==> src/hdl/chip8_instruction_execute_assert.svh <==
// assertion macros shared by the chip8 execute modules
// no dependencies
`ifndef CHIP8_INSTRUCTION_EXECUTE_ASSERT_SVH
`define CHIP8_INSTRUCTION_EXECUTE_ASSERT_SVH
// implication checked every clock outside reset
`define C8_ASSERT_IMP(label, ante, cons, msg) \
  label: assert property (@(posedge clk) disable iff (!rst_n) (ante) |-> (cons)) \
    else $error(msg);
// next-cycle implication
`define C8_ASSERT_NEXT(label, ante, cons, msg) \
  label: assert property (@(posedge clk) disable iff (!rst_n) (ante) |=> (cons)) \
    else $error(msg);
`endif

==> src/hdl/c8exe_pkg.sv <==
// package for the chip8 execute unit: constants, command and status types
// no dependencies
package c8exe_pkg;

  localparam int DefStackDepth = 16;
  localparam int DefMemBytes   = 4096;

  localparam logic [1:0] OP_EXEC = 2'd0;
  localparam logic [1:0] OP_LOAD = 2'd1;
  localparam logic [1:0] OP_TICK = 2'd2;

  // configuration register indexes
  localparam logic CFG_VF_RESET = 1'b0;
  localparam logic CFG_JUMP_VX  = 1'b1;

  localparam logic [2:0] ST_OK        = 3'd0;
  localparam logic [2:0] ST_UNKNOWN   = 3'd1;
  localparam logic [2:0] ST_UNDERFLOW = 3'd2;
  localparam logic [2:0] ST_OVERFLOW  = 3'd3;
  localparam logic [2:0] ST_HALTED    = 3'd4;

  localparam logic [15:0] OPC_CLS  = 16'h00E0;
  localparam logic [15:0] OPC_RET  = 16'h00EE;
  localparam logic [15:0] OPC_EXIT = 16'h00FD;
  localparam logic [15:0] OPC_HIGH = 16'h00FF;
  localparam logic [15:0] OPC_LOW  = 16'h00FE;

  localparam logic [7:0] NN_SKP  = 8'h9E;
  localparam logic [7:0] NN_SKNP = 8'hA1;
  localparam logic [7:0] NN_GDT  = 8'h07;
  localparam logic [7:0] NN_KEY  = 8'h0A;
  localparam logic [7:0] NN_SDT  = 8'h15;
  localparam logic [7:0] NN_SST  = 8'h18;
  localparam logic [7:0] NN_ADDI = 8'h1E;
  localparam logic [7:0] NN_FONT = 8'h29;
  localparam logic [7:0] NN_BCD  = 8'h33;
  localparam logic [7:0] NN_STR  = 8'h55;
  localparam logic [7:0] NN_LDR  = 8'h65;

  localparam logic [15:0] FONT_BASE = 16'h0050;

  // commands from the controller to the datapath
  typedef struct packed {
    logic       exec;      // single-cycle opcode apply
    logic       bcd;       // bcd digit write step
    logic       blk_st;    // block store step
    logic       blk_ld_rd; // block load memory read
    logic       blk_ld_wr; // block load register write
    logic       blk_done;  // advance I after block op
    logic [4:0] step;      // block / bcd step
  } c8exe_cmd_t;

  typedef struct packed {
    logic       halted;
    logic [3:0] x;
  } c8exe_sts_t;

endpackage

==> src/hdl/c8exe_ctrl.sv <==
// controller for the chip8 execute unit: sequences multi-cycle opcodes
// depends on c8exe_pkg
module c8exe_ctrl import c8exe_pkg::*; (
  input  logic       clk,
  input  logic       rst_n,
  input  logic       in_valid,
  output logic       in_ready,
  input  logic [1:0] in_operation,
  input  logic [15:0] in_opcode,
  output logic       out_valid,
  input  logic       out_ready,
  input  c8exe_sts_t sts,
  output c8exe_cmd_t cmd,
  output logic       capture
);

  localparam logic [2:0] S_IDLE = 3'd0;
  localparam logic [2:0] S_BCD  = 3'd1;
  localparam logic [2:0] S_ST   = 3'd2;
  localparam logic [2:0] S_LDR  = 3'd3;
  localparam logic [2:0] S_LDW  = 3'd4;
  localparam logic [2:0] S_OUT  = 3'd5;

  logic [2:0] state_r, state_nxt;
  logic [4:0] step_r, step_nxt;
  logic       accept;
  logic       is_multi_st, is_multi_ld, is_bcd;

  assign in_ready  = (state_r == S_IDLE) && !out_valid;
  assign accept    = in_valid && in_ready;
  assign is_bcd    = in_operation == OP_EXEC && !sts.halted &&
                     in_opcode[15:12] == 4'hF && in_opcode[7:0] == NN_BCD;
  assign is_multi_st = in_operation == OP_EXEC && !sts.halted &&
                       in_opcode[15:12] == 4'hF && in_opcode[7:0] == NN_STR;
  assign is_multi_ld = in_operation == OP_EXEC && !sts.halted &&
                       in_opcode[15:12] == 4'hF && in_opcode[7:0] == NN_LDR;

  logic out_valid_r, out_valid_nxt;
  assign out_valid = out_valid_r;

  always_comb begin
    state_nxt     = state_r;
    step_nxt      = step_r;
    out_valid_nxt = out_valid_r;
    cmd           = '0;
    cmd.step      = step_r;
    capture       = 1'b0;
    if (out_valid_r && out_ready) begin
      out_valid_nxt = 1'b0;
    end
    unique case (state_r)
      S_IDLE: begin
        if (accept) begin
          step_nxt = '0;
          if (is_bcd) begin
            state_nxt = S_BCD;
          end else if (is_multi_st) begin
            state_nxt = S_ST;
          end else if (is_multi_ld) begin
            state_nxt = S_LDR;
          end else begin
            cmd.exec = 1'b1;
            state_nxt = S_OUT;
          end
        end
      end
      S_BCD: begin
        cmd.bcd  = 1'b1;
        step_nxt = step_r + 5'd1;
        if (step_r == 5'd2) state_nxt = S_OUT;
      end
      S_ST: begin
        cmd.blk_st = 1'b1;
        step_nxt   = step_r + 5'd1;
        if (step_r[3:0] == sts.x) begin
          cmd.blk_done = 1'b1;
          state_nxt    = S_OUT;
        end
      end
      S_LDR: begin
        cmd.blk_ld_rd = 1'b1;
        state_nxt     = S_LDW;
      end
      S_LDW: begin
        cmd.blk_ld_wr = 1'b1;
        step_nxt      = step_r + 5'd1;
        if (step_r[3:0] == sts.x) begin
          cmd.blk_done = 1'b1;
          state_nxt    = S_OUT;
        end else begin
          state_nxt = S_LDR;
        end
      end
      S_OUT: begin
        capture       = 1'b1;
        out_valid_nxt = 1'b1;
        state_nxt     = S_IDLE;
      end
      default: state_nxt = S_IDLE;
    endcase
  end

  always_ff @(posedge clk) begin
    if (!rst_n) begin
      state_r     <= S_IDLE;
      step_r      <= '0;
      out_valid_r <= 1'b0;
    end else begin
      state_r     <= state_nxt;
      step_r      <= step_nxt;
      out_valid_r <= out_valid_nxt;
    end
  end

  `include "chip8_instruction_execute_assert.svh"
  `C8_ASSERT_IMP(a_no_accept_busy, state_r != S_IDLE, !in_ready, "accept while busy")
  `C8_ASSERT_NEXT(a_out_after, state_r == S_OUT, out_valid, "no result after capture")
  `C8_ASSERT_IMP(a_one_cmd, 1'b1, $onehot0({cmd.exec, cmd.bcd, cmd.blk_st,
                 cmd.blk_ld_rd, cmd.blk_ld_wr}), "multiple commands")

endmodule

==> config.mk <==
export PLATFORM = sky130hd
export DESIGN_NAME = c8exe_ctrl
export DESIGN_NICKNAME = d
export VERILOG_FILES = /design/src/hdl/c8exe_pkg.sv /design/src/hdl/c8exe_ctrl.sv
export VERILOG_INCLUDE_DIRS = /design/src /design/src/hdl
export SDC_FILE = /design/constraint.sdc
export NUM_CORES = 1
export LEC_CHECK = 0
export ABC_AREA = 1
export BUFFER_PORTS_ARGS = -buffer_cell sky130_fd_sc_hd__buf_2
export CORE_MARGIN = 4
export CORE_UTILIZATION = 44
export CTS_CLUSTER_SIZE = 28
export DETAILED_ROUTE_END_ITERATION = 10
export GPL_ROUTABILITY_DRIVEN = 0
export PLACE_DENSITY = 0.85
export SYNTH_ARGS = -nofsm -noshare
export SYNTH_HDL_FRONTEND = slang
export SYNTH_SLANG_ARGS = --single-unit
==> constraint.sdc <==
create_clock -name clk -period 1.7 [get_ports clk]
set_input_delay 0.085 -clock clk [delete_from_list [all_inputs] [get_ports clk]]
set_output_delay 0.085 -clock clk [all_outputs]
set_load 0.01 [all_outputs]
# ---- Word-level counts from Yosys, hierarchy flattened
# Index checks and enable logic that the tools add are counted.
dict set report word_totals {
  in_bits 27
  register_bits 9
  wordCells 60
}
dict set report op_classes {
  mux 24
  eq_ne 14
  addsub 1
  reduce_logical 18
}
# operator n
set op_table {}
lappend op_table {{two-way mux 3 bit} 7}
lappend op_table {{== test 8 x 7 -> 1 bit, second input constant} 2}
lappend op_table {{case mux 3 bit (5 select lines)} 1}
lappend op_table {{two-way mux 1 bit} 14}
lappend op_table {{case mux 5 bit (2 select lines)} 1}
lappend op_table {{== test 8 x 6 -> 1 bit, second input constant} 1}
lappend op_table {{logical AND 1 bit} 8}
lappend op_table {{== test 3 x 2 -> 1 bit, second input constant} 2}
lappend op_table {{== test 3 bit, second input constant} 2}
lappend op_table {{inequality test 2 bit, second input constant} 3}
lappend op_table {{adder 5 x 1 -> 5 bit, second input constant} 1}
lappend op_table {{== test 5 x 2 -> 1 bit, second input constant} 1}
lappend op_table {{two-way mux 5 bit} 1}
lappend op_table {{== test 4 bit} 1}
lappend op_table {{== test 4 bit, second input constant} 1}
lappend op_table {{nonzero test 2 bit} 2}
lappend op_table {{== test 3 x 1 -> 1 bit, second input constant} 1}
lappend op_table {{logical NOT 3 bit} 1}
lappend op_table {{AND reduction 3 bit} 1}
lappend op_table {{OR reduction 3 bit} 1}
lappend op_table {{logical NOT 1 bit} 2}
lappend op_table {{logical NOT 2 bit} 1}
lappend op_table {{AND reduction 2 bit} 1}
lappend op_table {{OR reduction 2 bit} 1}

# ---- Depth between registers and ports, before layout
# Gate-level depths: netlist (run 1).
dict set report logic_depth {
  word_depth 9
  ltp_mapped 11
}

# ---- Worst setup path after synthesis (run 1)
# Ideal clock, no wire load.
dict set report synth_timing {
  path_kind {flip-flop to flip-flop}
  startpoint {register step_r[2]}
  endpoint {register state_r[1]}
  setup_slack_ns 0.436
  t_arrival_ns 1.152
  period_less_slack_ns 1.264
  path_stages_with_launch 11
  cell_sequence {dfxtp_1 -> buf_4 -> inv_2 -> nand2_1 -> nand2_1 -> nor2_2 -> nand2_1 -> a21oi_2 -> inv_1 -> nor2_1 -> nor2_1}
}
dict set report synth_via {
  elab_chain_len 3
  word_cells_on_any_way 7
  cone_classes {eq/ne (4); mux (2); reduce/logical (1)}
}
# item line
set synth_rtl {}
lappend synth_rtl {{start, declared} c8exe_ctrl.sv:25} ;# logic [4:0] step_r, step_nxt;
lappend synth_rtl {{start signal, assigned} c8exe_ctrl.sv:110} ;# step_r <= step_nxt;
lappend synth_rtl {{== test 4 bit or == test 5 x 2 -> 1 bit (tied branches)} {c8exe_ctrl.sv:75, c8exe_ctrl.sv:87, c8exe_ctrl.sv:70}}
lappend synth_rtl {{two-way mux 3 bit or inequality test 2 bit (tied branches)} -}
lappend synth_rtl {{case mux 3 bit (5 select lines) or AND reduction 3 bit (tied branches)} -}
lappend synth_rtl {{end signal, assigned} c8exe_ctrl.sv:109} ;# state_r <= state_nxt;
lappend synth_rtl {{end, declared} c8exe_ctrl.sv:24} ;# logic [2:0] state_r, state_nxt;
# Parallel ways exist; a longest one is shown, timed or not.
# A chain may end at the register's enable or synchronous reset.

==> flow_summary.toml, run 1 <==
[global_routing]
grt_max_degree = 9
grt_pass1_wl_um = 3280
antenna_found_initial = 0
grtUsageTotal = 0.162
grt_pass1_vias = 861
grt_overflow_total = 0

[clock_tree]
path_clk_slew_ps = 60
cts_sinks = 9
numCtsBuffers = 3
clkLatencyLatePin_ps = 260
cts_setup_buffers = 0
htree_levels = 1
cts_resized = 0
clockRootBuffer = "clkbuf_4"
cts.path.max_buffers = 2
cts_tree = "built"
holdBufCountCts = 0

[setup_path]
cp-start-kind = "flip-flop"
crit_type = "flip-flop to primary output"
r2r_slack_ps = 320
end_kind = "primary output"
crit_fanout = 7
crit_arrival_ps = 1370
critPathRequiredTime_ps = 1620

[routing]
via_per_inst = 4.50
drtIter0Drc = 23
drcViolationCount = 0
ant_nets = 0
routed_wl_um = 1940
dr.pass1.iters = 5
drt-wirelength-per-cell_um = 9.31
vias = 936

[synth]
yosysWarnings = 0
synthMuxAreaShare = 0
yosysTopAreaCellShare = 0.224
yosys.area.top_type = "dfxtp_1"
synth_compound_area_frac = 0.0748
yosysMostFrequentCell = "nand2_1"
synth_edf_count = 0
ys_async_sr_fraction = 0
postSynthNetCount = 173
synth_common_cells = "42 x nand2_1, 25 x inv_1, 20 x nor2_1, 12 x nand3_1, 9 x dfxtp_1"
ys_seq_elements = 9
synth_simple_gate_area_share = 0.498
synthFlopType = "dfxtp_1"
syn_area_um2 = 803
seq_area_frac_synth = 0.224
synth_fa_ha_area_frac = 0.0312
syn_area_per_cell_um2 = 5.58
synth_xor_area_frac = 0.0218
synth_cell_type_count = 24
synth_top_family_by_area = "simple AND/OR/NAND/NOR gates"
syn_inst = 144
ys_top_cells_by_area = "dfxtp_1 22%, nand2_1 20%, inv_1 12%"

[floorplan]
fp-row-count = 15
die_h_um = 50.7
die_area_um2 = 2570
initial_core_util = 0.465
core_area_um2 = 1730
ios = 41
dieWidth_um = 50.7

[sta]
maxSlewHeadroom = 0.817
setup_viol = 0
rsz0062_at_grt = "no"
fin_tns_setup_ps = 0
period_share = 0.856
fin_crit_ps = 1460
clock_skew_ps = 3.18
hold_viol_final = 0
setup_slack_ps = 245
slew_violations = 0
fmax_ghz = 0.687
worst_slew_pin_slew_ps = 273

[finish]
fin_nets = 213
drive_gt1_frac = 0.306
area_growth_pct = 28.7
antennaDiodeCount = 0

[hold_path]
hold_path.class = "input pin to flip-flop"

[pwr]
leakage_nw = 0.608
worst_ir_drop_vdd_v = 0.000733
powerDensity_nw_per_um2 = 1230

[placement]
port_buffers = 36
dp_slack_ps = 340
place_hpwl_um = 1650

[status]
status = "complete, no violations"

[run]
drv_cap = 0
==> placed cells by master, fill, tap and decap left out, types with 3 or more instances in the layout <==
master    Yosys  layout
nand3_1      12      12
buf_2         0      36
inv_1        25      25
clkbuf_4      0       3
nand2_2       5       5
nor2_1       20      20
nand2_1      42      42
dfxtp_1       9       9
a21oi_1       5       5
nor2_2        3       3
inv_2         5       5
==> layout make-up <==
class | count | area (µm²)
inverter | 30 | 113
fill | 191 | 693
clock buffer | 4 | 26.3
timing repair buffer | 36 | 180
sequential | 9 | 180
tap | 25 | 31.3
multi-input combinational | 104 | 503
==> cells by family after synthesis <==
logic type / Yosys count
buffers and inverters: 31
AND/OR/NAND/NOR: 90
XOR/XNOR: 2
flip-flops: 9
AO/OA/AOI/OAI: 10
adder cells (fa/ha/maj): 2
==> worst paths after layout <==
path	start	end	cells after the start
max	step_r[0]	cmd[5]	7
min	rst_n	out_valid	2
max reg2reg	step_r[0]	state_r[1]	9
min reg2reg	step_r[4]	step_r[4]	2
==> power by group <==
group	total, mW	switching, mW	internal [mW]	leakage (nW)
sequential	0.342	0.0797	0.263	0.0735
combinational	0.769	0.482	0.287	0.520
clock	0.160	0.0696	0.0901	0.0150
total	1.27	0.631	0.640	0.608
==> critical path, stage by stage, from the launching register on <==
cell and delay (ps):
dfxtp_1 470, inv_2 60, nand2_1 60, nand2_1 40, nor2_1 130, nand2_1 120, nor2_1 100, buf_2 130
==> per-layer routing <==
layer	track usage	part of all wire	wire, µm	up-vias
met5	0	0	0	-
met4	0.0987	0.012	24	0
met3	0.0208	0.067	130	2
met2	0.267	0.49	945	25
met1	0.197	0.43	836	395
li1	-	-	-	514
==> registers in the layout, summed over array words and instances (netlist names) <==
register   cells
step_r         5
out_valid      1
state_r        3
==> stage by stage <==
stage | hold slack, ps | util | std cells | cell area, µm² | total power, mW
after global routing | 102 | 0.599 | 208 | 1030 | 1.40
after detailed placement | 370 | 0.583 | 204 | 1010 | 1.11
after global placement | 368 | 0.583 | 204 | 1010 | 1.09
final | 101 | 0.599 | 208 | 1030 | 1.27
after CTS | 88.4 | 0.599 | 208 | 1030 | 1.29
after floorplan | 203 | - | 144 | 803 | 0.894
No activity file was read; power rests on OpenSTA's default activity.
==> inputs of run 2 (changes only) <==
==> constraint.sdc (replaced) <==
create_clock -name clk -period 1.7 [get_ports clk]
set_input_delay 0.17 -clock clk [delete_from_list [all_inputs] [get_ports clk]]
set_output_delay 0.17 -clock clk [all_outputs]
set_load 0.01 [all_outputs]
==> run 2 against run 1 <==
Combinational power decreased by 1%. Setup slack worse by 53 ps. Clock skew about the same. Non-clock buffer count did not move. Utilization increased by 0.14 points. Sequential share of layout area grew 0.20 points. Worst hold slack better by 91 ps. Design area up 0.24%. Largest cell class unchanged. Highest routed layer is now met3.
==> flow_summary.toml, run 2 (same netlist as run 1, synthesis figures left out) <==
[status]
status = "complete, no violations"

[finish]
antennaDiodeCount = 0
multiInputGateArea_um2 = 503
largest_register = "step_r"
drive_gt1_frac = 0.317
fin_nets = 213
layout_common_cells = "42 x nand2_1, 36 x buf_2, 25 x inv_1"
stdcell_count = 208
seqCellArea_um2 = 183
area_growth_pct = 29.0
nFillCells = 170
final_common_cell = "nand2_1"
largest_reg_flops = 5
fin_area_um2 = 1040
final_core_util = 0.600

[pwr]
power.total_mw = 1.26
leakage_nw = 0.609
powerDensity_nw_per_um2 = 1210
worst_ir_drop_vdd_v = 0.00104

[sta]
worst_slew_pin_slew_ps = 267
hold_slack_ps = 191
clock_skew_ps = 3.25
setup_viol = 0
rsz0062_at_grt = "no"
fin_crit_ps = 1510
slew_violations = 0
fmax_ghz = 0.663
hold_viol_final = 0
fin_tns_setup_ps = 0
setup_slack_ps = 192
period_share = 0.887
maxSlewHeadroom = 0.821

[global_routing]
grt_max_degree = 9
grt_pass1_wl_um = 2970
grt_pass1_vias = 776
antenna_found_initial = 0
grt_overflow_total = 0
grtUsageTotal = 0.144

[routing]
vias = 917
drcViolationCount = 0
routed_wl_um = 1820
via_per_inst = 4.41
dr.pass1.iters = 4
drt-wirelength-per-cell_um = 8.75
ant_nets = 0
drtIter0Drc = 16

[setup_path]
crit_cells = 7
crit_type = "flip-flop to primary output"
crit_family = "flip-flops"
cpPeakStageDelay_ps = 450
cp-start-kind = "flip-flop"
worst-r2r-cell-count = 8
cp_slowest_cell = "dfxtp_1"
r2r-start = "step_r[1]"
end_kind = "primary output"
worstPathCellList = "inv_1, nand2_1, nand2_1, nor2_1, nand2_1, nor2_1, buf_2"
path_common_cell = "nand2_1"
crit_fanout = 7
critPathRequiredTime_ps = 1530
critical_path_buf_inv_count = 2
crit_arrival_ps = 1340
rr_endpoint = "state_r[1]"
r2r_slack_ps = 320

[floorplan]
die_h_um = 50.7
dieWidth_um = 50.7
core_area_um2 = 1730
die_area_um2 = 2570
ios = 41
initial_core_util = 0.465
fp-row-count = 15

[hold_path]
hold_path.class = "input pin to flip-flop"
holdPathStages = 3
whs_endpoint = "step_r[2]"
worstHoldStart = "rst_n"

[clock_tree]
cts_tree = "built"
htree_levels = 1
cts_resized = 0
cts_setup_buffers = 0
numCtsBuffers = 3
cts.path.max_buffers = 2
cts_sinks = 9
clkLatencyLatePin_ps = 250
clockRootBuffer = "clkbuf_4"
holdBufCountCts = 0
path_clk_slew_ps = 60

[placement]
dp.cells = 204
dp_slack_ps = 318
place_hpwl_um = 1590
dpl_cell_area_um2 = 1010
port_buffers = 36

[run]
drv_cap = 0
-- run 2: where the power goes --
part,total (mW),switching [mW],internal [mW]
Sequential,0.341,0.0758,0.265
Clock,0.155,0.0656,0.0899
Combinational,0.761,0.474,0.287
Total,1.26,0.615,0.642
-- run 2: layout make-up --
| cell class | instances | area share |
|---|---|---|
| multi-input cells | 104 | 0.486 |
| repair buffers | 36 | 0.174 |
| flip-flops and latches | 9 | 0.176 |
| clock buffers | 4 | 0.0254 |
| well taps | 25 | 0.0302 |
| inverters | 30 | 0.109 |
-- run 2: worst register-to-register path, delay by kind of cell, from the launching register on --
kind,cells,cell delay [ps]
flops,1,450
simple gates,5,430
fa+ha+maj,1,200
compound gates,1,140
buf+inv,1,50
-- run 2: worst max-delay path by stage --
stage                             to  slack, ps      start
after floorplan           state_r[1]        440  step_r[2]
after global placement    state_r[1]        370  step_r[1]
after detailed placement  state_r[1]        320  step_r[2]
after CTS                     cmd[5]        130  step_r[2]
after global routing          cmd[5]          2  step_r[1]
final                         cmd[5]        190  step_r[1]
-- run 2: per-layer routing --
metal	part of all wire	routed length, µm	vias to the layer above	track usage
li1	-	-	511	-
met1	0.45	825	385	0.182
met2	0.48	873	21	0.241
met3	0.066	120	0	0.0208
met4	0	0	0	0.0628
met5	0	0	-	0
